### src/sv/sapq_pkg.sv
// Shared types and constants for the sorted-array priority queue.
// No dependencies; every other file imports this package.
package sapq_pkg;

  localparam int CAPACITY       = 16;
  localparam int DATA_WIDTH     = 16;
  localparam int PRIORITY_WIDTH = 8;
  localparam int SLOT_W         = 4;
  localparam int CNT_W          = 5;

  typedef enum logic {
    OP_ADD    = 1'b0,
    OP_REMOVE = 1'b1
  } op_e;

  typedef enum logic [1:0] {
    ST_ADDED   = 2'd0,
    ST_REMOVED = 2'd1,
    ST_EMPTY   = 2'd2,
    ST_FULL    = 2'd3
  } status_e;

  typedef struct packed {
    op_e                       operation;
    logic [DATA_WIDTH-1:0]     item_data;
    logic [PRIORITY_WIDTH-1:0] item_priority;
  } in_word_t;

  typedef struct packed {
    status_e                   status;
    logic [DATA_WIDTH-1:0]     out_data;
    logic [PRIORITY_WIDTH-1:0] out_priority;
    logic [SLOT_W-1:0]         insert_slot;
    logic [CNT_W-1:0]          occupancy;
  } out_word_t;

  // Commands from the controller to the datapath.
  typedef struct packed {
    logic capture;
    logic execute;
  } dp_cmd_t;

endpackage

### src/sv/sapq_datapath.sv
// Datapath of the priority queue: input register, sorted entry cells with
// parallel compare and shift, entry count and result register. Uses sapq_pkg.
module sapq_datapath import sapq_pkg::*; (
  input  logic      clk_i,
  input  logic      rst_ni,
  input  dp_cmd_t   cmd_i,
  input  in_word_t  in_word_i,
  output out_word_t out_word_o
);

  in_word_t                  in_q;
  out_word_t                 out_q, out_d;
  logic [CNT_W-1:0]          count_q, count_d;
  logic [DATA_WIDTH-1:0]     data_q [CAPACITY];
  logic [DATA_WIDTH-1:0]     data_d [CAPACITY];
  logic [PRIORITY_WIDTH-1:0] pri_q  [CAPACITY];
  logic [PRIORITY_WIDTH-1:0] pri_d  [CAPACITY];
  logic [CAPACITY-1:0]       le;
  logic [CAPACITY-1:0]       boundary;
  logic [SLOT_W-1:0]         slot;
  logic                      full, empty;

  assign full  = (count_q == CNT_W'(CAPACITY));
  assign empty = (count_q == '0);

  // Held entries with priority lower or equal to the new one form a prefix,
  // so the insert slot is the first cell outside that prefix.
  always_comb begin
    slot = '0;
    for (int i = 0; i < CAPACITY; i++) begin
      le[i] = (CNT_W'(i) < count_q) && (pri_q[i] <= in_q.item_priority);
    end
    for (int i = 0; i < CAPACITY; i++) begin
      boundary[i] = !le[i] && ((i == 0) || le[(i == 0) ? 0 : i - 1]);
      if (boundary[i]) begin
        slot = slot | SLOT_W'(i);
      end
    end
  end

  always_comb begin
    out_d   = out_q;
    count_d = count_q;
    for (int i = 0; i < CAPACITY; i++) begin
      data_d[i] = data_q[i];
      pri_d[i]  = pri_q[i];
    end
    if (cmd_i.execute) begin
      out_d = '0;
      if (in_q.operation == OP_ADD) begin
        if (full) begin
          out_d.status    = ST_FULL;
          out_d.occupancy = count_q;
        end else begin
          for (int i = 0; i < CAPACITY; i++) begin
            if (boundary[i]) begin
              data_d[i] = in_q.item_data;
              pri_d[i]  = in_q.item_priority;
            end else if (!le[i] && i > 0) begin
              data_d[i] = data_q[(i == 0) ? 0 : i - 1];
              pri_d[i]  = pri_q[(i == 0) ? 0 : i - 1];
            end
          end
          count_d           = count_q + CNT_W'(1);
          out_d.status      = ST_ADDED;
          out_d.insert_slot = slot;
          out_d.occupancy   = count_d;
        end
      end else begin
        if (empty) begin
          out_d.status = ST_EMPTY;
        end else begin
          for (int i = 0; i < CAPACITY - 1; i++) begin
            data_d[i] = data_q[i+1];
            pri_d[i]  = pri_q[i+1];
          end
          count_d            = count_q - CNT_W'(1);
          out_d.status       = ST_REMOVED;
          out_d.out_data     = data_q[0];
          out_d.out_priority = pri_q[0];
          out_d.occupancy    = count_d;
        end
      end
    end
  end

  always_ff @(posedge clk_i or negedge rst_ni) begin
    if (!rst_ni) begin
      count_q <= '0;
    end else begin
      count_q <= count_d;
    end
  end

  always_ff @(posedge clk_i) begin
    if (cmd_i.capture) begin
      in_q <= in_word_i;
    end
    out_q <= out_d;
    for (int i = 0; i < CAPACITY; i++) begin
      data_q[i] <= data_d[i];
      pri_q[i]  <= pri_d[i];
    end
  end

  assign out_word_o = out_q;

  a_count_bound: assert property (@(posedge clk_i) disable iff (!rst_ni)
    count_q <= CNT_W'(CAPACITY))
    else $error("entry count exceeds capacity");

  a_add_grows: assert property (@(posedge clk_i) disable iff (!rst_ni)
    cmd_i.execute && in_q.operation == OP_ADD && !full
      |=> count_q == $past(count_q) + CNT_W'(1))
    else $error("add did not grow the queue");

  a_remove_shrinks: assert property (@(posedge clk_i) disable iff (!rst_ni)
    cmd_i.execute && in_q.operation == OP_REMOVE && !empty
      |=> count_q == $past(count_q) - CNT_W'(1))
    else $error("remove did not shrink the queue");

  a_idle_stable: assert property (@(posedge clk_i) disable iff (!rst_ni)
    !cmd_i.execute |=> $stable(count_q))
    else $error("entry count changed without an operation");

endmodule

### src/sv/sapq_ctrl.sv
// Controller of the priority queue: accepts one word, runs it through the
// datapath and holds the result valid flag. Uses sapq_pkg.
module sapq_ctrl import sapq_pkg::*; (
  input  logic    clk_i,
  input  logic    rst_ni,
  input  logic    in_valid_i,
  output logic    in_stall_o,
  output logic    out_valid_o,
  input  logic    out_stall_i,
  output dp_cmd_t cmd_o
);

  typedef enum logic {
    S_IDLE,
    S_EXEC
  } state_e;

  state_e state_q, state_d;
  logic   out_valid_q, out_valid_d;
  logic   out_free;

  assign in_stall_o = (state_q != S_IDLE);
  assign out_free   = !out_valid_q || !out_stall_i;

  always_comb begin
    state_d       = state_q;
    out_valid_d   = out_valid_q && out_stall_i;
    cmd_o.capture = 1'b0;
    cmd_o.execute = 1'b0;
    case (state_q)
      S_IDLE: begin
        if (in_valid_i) begin
          cmd_o.capture = 1'b1;
          state_d       = S_EXEC;
        end
      end
      S_EXEC: begin
        // The result register must be free before the operation commits.
        if (out_free) begin
          cmd_o.execute = 1'b1;
          out_valid_d   = 1'b1;
          state_d       = S_IDLE;
        end
      end
      default: state_d = S_IDLE;
    endcase
  end

  always_ff @(posedge clk_i or negedge rst_ni) begin
    if (!rst_ni) begin
      state_q     <= S_IDLE;
      out_valid_q <= 1'b0;
    end else begin
      state_q     <= state_d;
      out_valid_q <= out_valid_d;
    end
  end

  assign out_valid_o = out_valid_q;

  a_exec_needs_room: assert property (@(posedge clk_i) disable iff (!rst_ni)
    cmd_o.execute |-> out_free)
    else $error("result overwritten before it was taken");

  a_capture_then_exec: assert property (@(posedge clk_i) disable iff (!rst_ni)
    cmd_o.capture |=> state_q == S_EXEC && !cmd_o.capture)
    else $error("capture not followed by execution state");

  a_exec_gives_word: assert property (@(posedge clk_i) disable iff (!rst_ni)
    cmd_o.execute |=> out_valid_o)
    else $error("execution produced no result word");

endmodule

### src/sv/sorted_array_priority_queue_core.sv
// Sorted-array priority queue, 16 entries kept in ascending priority order.
// Each word is handled in two steps: it is first registered, then the parallel
// compare-and-shift runs across all entry cells; the input stalls during the
// second step. A finished result waits in its own register, so the next word is
// taken while it is pending, but the shift step waits until that register is
// free. Uses sapq_pkg, sapq_ctrl and sapq_datapath.
module sorted_array_priority_queue_core import sapq_pkg::*; (
  input  logic      clk_i,
  input  logic      rst_ni,
  input  logic      in_valid_i,
  output logic      in_stall_o,
  input  in_word_t  in_word_i,
  output logic      out_valid_o,
  input  logic      out_stall_i,
  output out_word_t out_word_o
);

  dp_cmd_t cmd;

  sapq_ctrl u_ctrl (
    .clk_i       (clk_i),
    .rst_ni      (rst_ni),
    .in_valid_i  (in_valid_i),
    .in_stall_o  (in_stall_o),
    .out_valid_o (out_valid_o),
    .out_stall_i (out_stall_i),
    .cmd_o       (cmd)
  );

  sapq_datapath u_datapath (
    .clk_i      (clk_i),
    .rst_ni     (rst_ni),
    .cmd_i      (cmd),
    .in_word_i  (in_word_i),
    .out_word_o (out_word_o)
  );

endmodule
### config.mk
export PLATFORM = sky130hd
export DESIGN_NAME = sorted_array_priority_queue_core
export DESIGN_NICKNAME = d
export VERILOG_FILES = /design/src/sv/sapq_pkg.sv /design/src/sv/sapq_datapath.sv /design/src/sv/sapq_ctrl.sv /design/src/sv/sorted_array_priority_queue_core.sv
export SDC_FILE = /design/constraint.sdc
export NUM_CORES = 1
export LEC_CHECK = 0
export ABC_AREA = 1
export CORE_AREA = 2 2 227 229
export CTS_BUF_LIST = sky130_fd_sc_hd__clkbuf_16
export DETAILED_ROUTE_END_ITERATION = 6
export DIE_AREA = 0 0 229 231
export DONT_BUFFER_PORTS = 1
export PLACE_DENSITY = 0.66
export RECOVER_POWER = 25
export SYNTH_ARGS = -nofsm -noshare
export SYNTH_HDL_FRONTEND = slang
export SYNTH_HIERARCHICAL = 1
export SYNTH_SLANG_ARGS = --single-unit
### constraint.sdc
create_clock -name clk_i -period 4.5 [get_ports clk_i]
set_clock_uncertainty 0.1 [all_clocks]
set_input_delay 0.45 -clock clk_i [delete_from_list [all_inputs] [get_ports clk_i]]
set_output_delay 0.45 -clock clk_i [all_outputs]
set_load 0.05 [all_outputs]
## Word level (Yosys, flattened, before mapping)

Memory sizes are Yosys's and may differ from the RTL's.
Cells that the tools add are included.

| cells by class | value |
|---|---|
| reduce and logical (&&, ||, !) cells | 54 |
| add/sub/neg operators | 2 |
| bitwise operators | 2 |
| multiplexer cells | 103 |
| order comparisons | 32 |
| equality and inequality tests | 2 |

Operators by type and width:

| operator | count |
|---|---|
| $mux 16 | 32 |
| $mux 256 | 2 |
| $mux 240 | 2 |
| $mux 128 | 2 |
| $mux 8 | 32 |
| $mux 120 | 2 |
| $le 8x8->1 | 16 |
| $lt 4x5->1 const A | 8 |
| $logic_and 1x1->1 | 32 |
| $mux 4 | 8 |
| $mux 5 | 5 |
| $lt 3x5->1 const A | 4 |
| $logic_not 1->1 | 17 |
| $mux 3 | 4 |
| $lt 1x5->1 const A | 2 |
| $lt 2x5->1 const A | 2 |
| $mux 2 | 5 |
| $mux 1 | 8 |
| $add 5x1->5 const B | 1 |
| $eq 5x5->1 const B | 1 |
| $logic_not 5->1 | 1 |
| $sub 5x1->5 const B | 1 |
| $reduce_or 2->1 | 2 |
| $ne 2x2->1 const B | 1 |
| other kinds (4) | 5 |

| storage, ports and cells | value |
|---|---|
| register bits | 67 |
| bits of input ports | 29 |
| bits in writable memories | 384 |
| memories kept | 2 |
| logic and storage cells | 208 |
| output and inout port bits | 37 |

Memory list:

| memory | depth | bits a word | rd ports | clocked after Yosys merged registers in | wr ports | RTL line | text |
|---|---|---|---|---|---|---|---|
| u_datapath.data_q | 16 | 16 | 16 | 0 | 16 | sapq_datapath.sv:14 | `logic [DATA_WIDTH-1:0] data_q [CAPACITY];` |
| u_datapath.pri_q | 16 | 8 | 16 | 0 | 16 | sapq_datapath.sv:16 | `logic [PRIORITY_WIDTH-1:0] pri_q [CAPACITY];` |

## Depth between registers and ports, before layout

An unclocked memory read counts as a cell.

| depth | value |
|---|---|
| depth after elaboration | 20 |
| gate-level depth with buffers | 17 |
| depth with buffers taken out | 16 |

## By module

The synthesis kept the hierarchy.

Modules (own cells, without submodules):

| module | cells an instance | times used | sequential area each (µm²) | area each (µm²) |
|---|---|---|---|---|
| sapq_datapath | 2831 | 1 | 13457.9 | 25445.7 |
| sapq_ctrl | 10 | 1 | 50.0 | 82.6 |

## Worst setup path before layout

OpenSTA, ideal clock, no wires.

| timing | value |
|---|---|
| kind | register to register |
| start | reg, netlist name u_ctrl/in_stall_o |
| end | mem u_datapath.data_q[6][4], in the netlist u_datapath/data_q[0][100] (enable) |
| clock period less this slack | 4456 ps |
| required time | 4021 ps |
| arrival time | 3977 ps |
| buffers on the path | 1 |
| stages on the path, launching flop included | 8 |
| path slack | 44 ps |
| setup time | 379 ps |
| cell sequence | dfrtp_1 -> inv_1 -> a21oi_1 -> nand2_1 -> nor2_2 -> buf_1 -> o21ai_0 -> inv_1 |

RTL lines:

| element | RTL line |
|---|---|
| end, declared | sapq_datapath.sv:14 |

==> metrics.txt <==
final setup vio count=0; Max-slew headroom=-58.5%; most frequent cells in the layout=nand2_1, edfxtp_1, o21ai_0, a21oi_1, o21ai_1; clk root buf=clkbuf_16; Setup crit end kind=flop; max-cap violations=5; minimum clock period=4.09 ns; placed wire-length estimate=53800 µm; number of H-tree levels=2; GR Overflow Total=0; post-synth top area cell=edfxtp_1; RSZ-0062 raised after global routing=no; Total GRT Usage=30.4%; area occupied by multi-input gates=0.0105 mm²; Mapped Avg Cell Area=8.99 µm²; critical path startpoint category=flop; placer congestion estimate=0.908; final hold viol count=0; Syn Nets=3002; ys flop type=edfxtp_1; status=finished with violations; Synthesis Warnings=6; total CTS buffers=49; nets=2951; # clock sinks=451; CTS max path bufs=3; Diodes inserted=0; Tot Pwr=18.0 mW; power density over the cells=646 mW/mm²; Register Area=0.0135 mm²; Crit Path Category=reg -> reg; ratio of cells with drive above 1 in the final layout=6.69%; clock slew at reported path FFs=0.06 ns; Critical path origin=u_datapath/in_q[5]; top-level I/O count=66; Core Region=0.0507 mm²; vias per cell=6.22; first-pass GRT wire length=124000 µm; CP max FO=27; post-CTS setup buffer count=0; initial antenna violation count=2; fin. max-slew vios=473; chip width=229 µm; maximum number of pins on one net before global-route repair=201; fillers=4597; Max VDD drop=289 µV; die area=0.0529 mm²; Post-synth ARST share=1.55%; Synth area leaders=edfxtp_1, nand2_1, o21ai_0; EDFF count, synth=444; HP Class=in -> async; vias in the first global route=21100; period utilisation layout=90.9%; register bit total from synthesis=451; fmax=0.245 GHz; DRT iter0 DRCs=2558; total wire length=82000 µm; initial core utilization=50.4%; Area Overhead vs Synth=9.11%; Worst Max-Slew Pin Slew=2.38 ns; Chip Height=231 µm; Setup TNS=0 ns; Detail Route Antenna Nets=0; Port-buffer cells=0; synthesized area=0.0255 mm²; Arrival @ worst endpoint=4.33 ns; LEAKAGE=10.8 nW; via count=21800; drt pass-1 iters=6; worst reg-to-reg setup slack=0.41 ns; Mapped Cells=2841; FP Rows=83; drt wl/cell=23.4 µm; register area share after synthesis=52.9%; Critical Path RT=4.74 ns; CTS tree=yes; Distinct cells, synth=38; commonest non-fill, non-tap cell in the layout=nand2_1; Worst-Skew Late Latency=0.60 ns; reg2reg start=u_datapath/in_q[5]; DRC Markers=0; failing checks=capacitance limit, slew limit; post-synth top area share=52.2%
==> sequential cells by signal, indices dropped and copies added (netlist names) <==
signal / count
u_datapath/data_q: 256
u_datapath/pri_q: 128
u_datapath/out_word_o: 35
u_datapath/in_q: 25
u_datapath/count_q: 5
u_ctrl/in_stall_o: 1
u_ctrl/out_valid_o: 1
==> logic make-up (layout without fill, tap and decap cells) <==
| group | Yosys count | after routing | share of synthesized area [%] |
|---|---|---|---|
| compound gates | 1101 | 1101 | 22.2 |
| simple gates | 802 | 802 | 12.4 |
| flops | 451 | 451 | 52.9 |
| buf+inv | 352 | 338 | 5.86 |
| fa+ha+maj | 132 | 132 | 6.47 |
| xor+xnor | 3 | 3 | 0.103 |
==> where the power goes <==
group / total, mW / switching [mW] / internal (mW)
clock network: 4.06 / 1.74 / 2.32
logic: 6.78 / 4.92 / 1.86
registers: 7.16 / 0.987 / 6.17
==> cells in the mapped netlist, types with 2 or more instances <==
cell      instances
a21o_1            8
a21oi_1         359
a21oi_2           7
a21oi_4           4
a31oi_1           2
buf_1             2
buf_2            81
buf_4             5
buf_6             6
clkbuf_1        100
clkbuf_2          5
dfrtp_1           7
edfxtp_1        444
ha_1            132
inv_1           141
inv_2            11
nand2_1         657
nand2_2          20
nand2_4           3
nand3_1          27
nand4_1          16
nor2_1           73
nor2_2            3
o21a_1            8
o21ai_0         426
o21ai_1         275
o21ai_2           3
o21bai_1          4
xor2_1            3
==> per-layer routing <==
layer / vias up / share of wire, % / GRT usage, %
met2: 1277 / 46 / 48.8
met1: 10400 / 39 / 40.1
met3: 230 / 9.1 / 4.38
met4: 0 / 5.6 / 15.8
met5: - / 0 / 0
li1: 9913 / - / -
==> path summary, 6_finish.rpt <==
| check | to | depth (start not counted) |
|---|---|---|
| worst min-delay path | u_datapath/count_q[3] | 1 |
| worst max-delay path | u_datapath/pri_q[0][45] | 12 |
| worst max register to register | u_datapath/pri_q[0][45] | 12 |
| max in group asynchronous | u_ctrl/in_stall_o | 1 |
| min in group clk_i | u_datapath/count_q[2] | 5 |
| worst min register to register | u_datapath/data_q[1][110] | 2 |
==> repair_timing <==
action | 4_1_cts | 5_1_grt
endpoints found under the hold margin | 34 | 0
setup endpoints to repair | 0 | 0
hold buffers | 28 | 0
resized for setup | 0 | 0
==> metrics by stage <==
step                setup slack, ns  hold slack [ns]  area [µm²]  util, %  instances
floorplan                    0.0443           0.0544       25500        -       2841
global placement              0.460           0.0548       26100     51.4       3391
detailed placement            0.486           0.0549       26100     51.4       3391
CTS                           0.468           0.0770       27900     55.1       3507
global route                  0.263            0.102       27900     55.0       3507
finish                        0.411           0.0803       27900     55.0       3507
==> critical path, stage by stage (launching register included) <==
cell,delay (ns)
edfxtp_1,0.35
buf_4,0.20
inv_1,0.52
ha_1,0.36
a21oi_1,0.16
o21a_1,0.14
nand2_1,0.05
nand2_1,0.10
nand2_4,0.24
inv_2,0.48
nand2_2,0.47
o21ai_0,0.50
o21ai_1,0.10
==> area by class of cell <==
class / instances / area share (%)
well taps: 680 / 3.05
multi-input cells: 2038 / 37.8
flip-flops and latches: 451 / 48.5
repair buffers: 97 / 2.86
clock buffers: 49 / 4.40
inverters: 153 / 2.10
clock inverters: 39 / 1.25
Power figures use the tool's default switching activity.
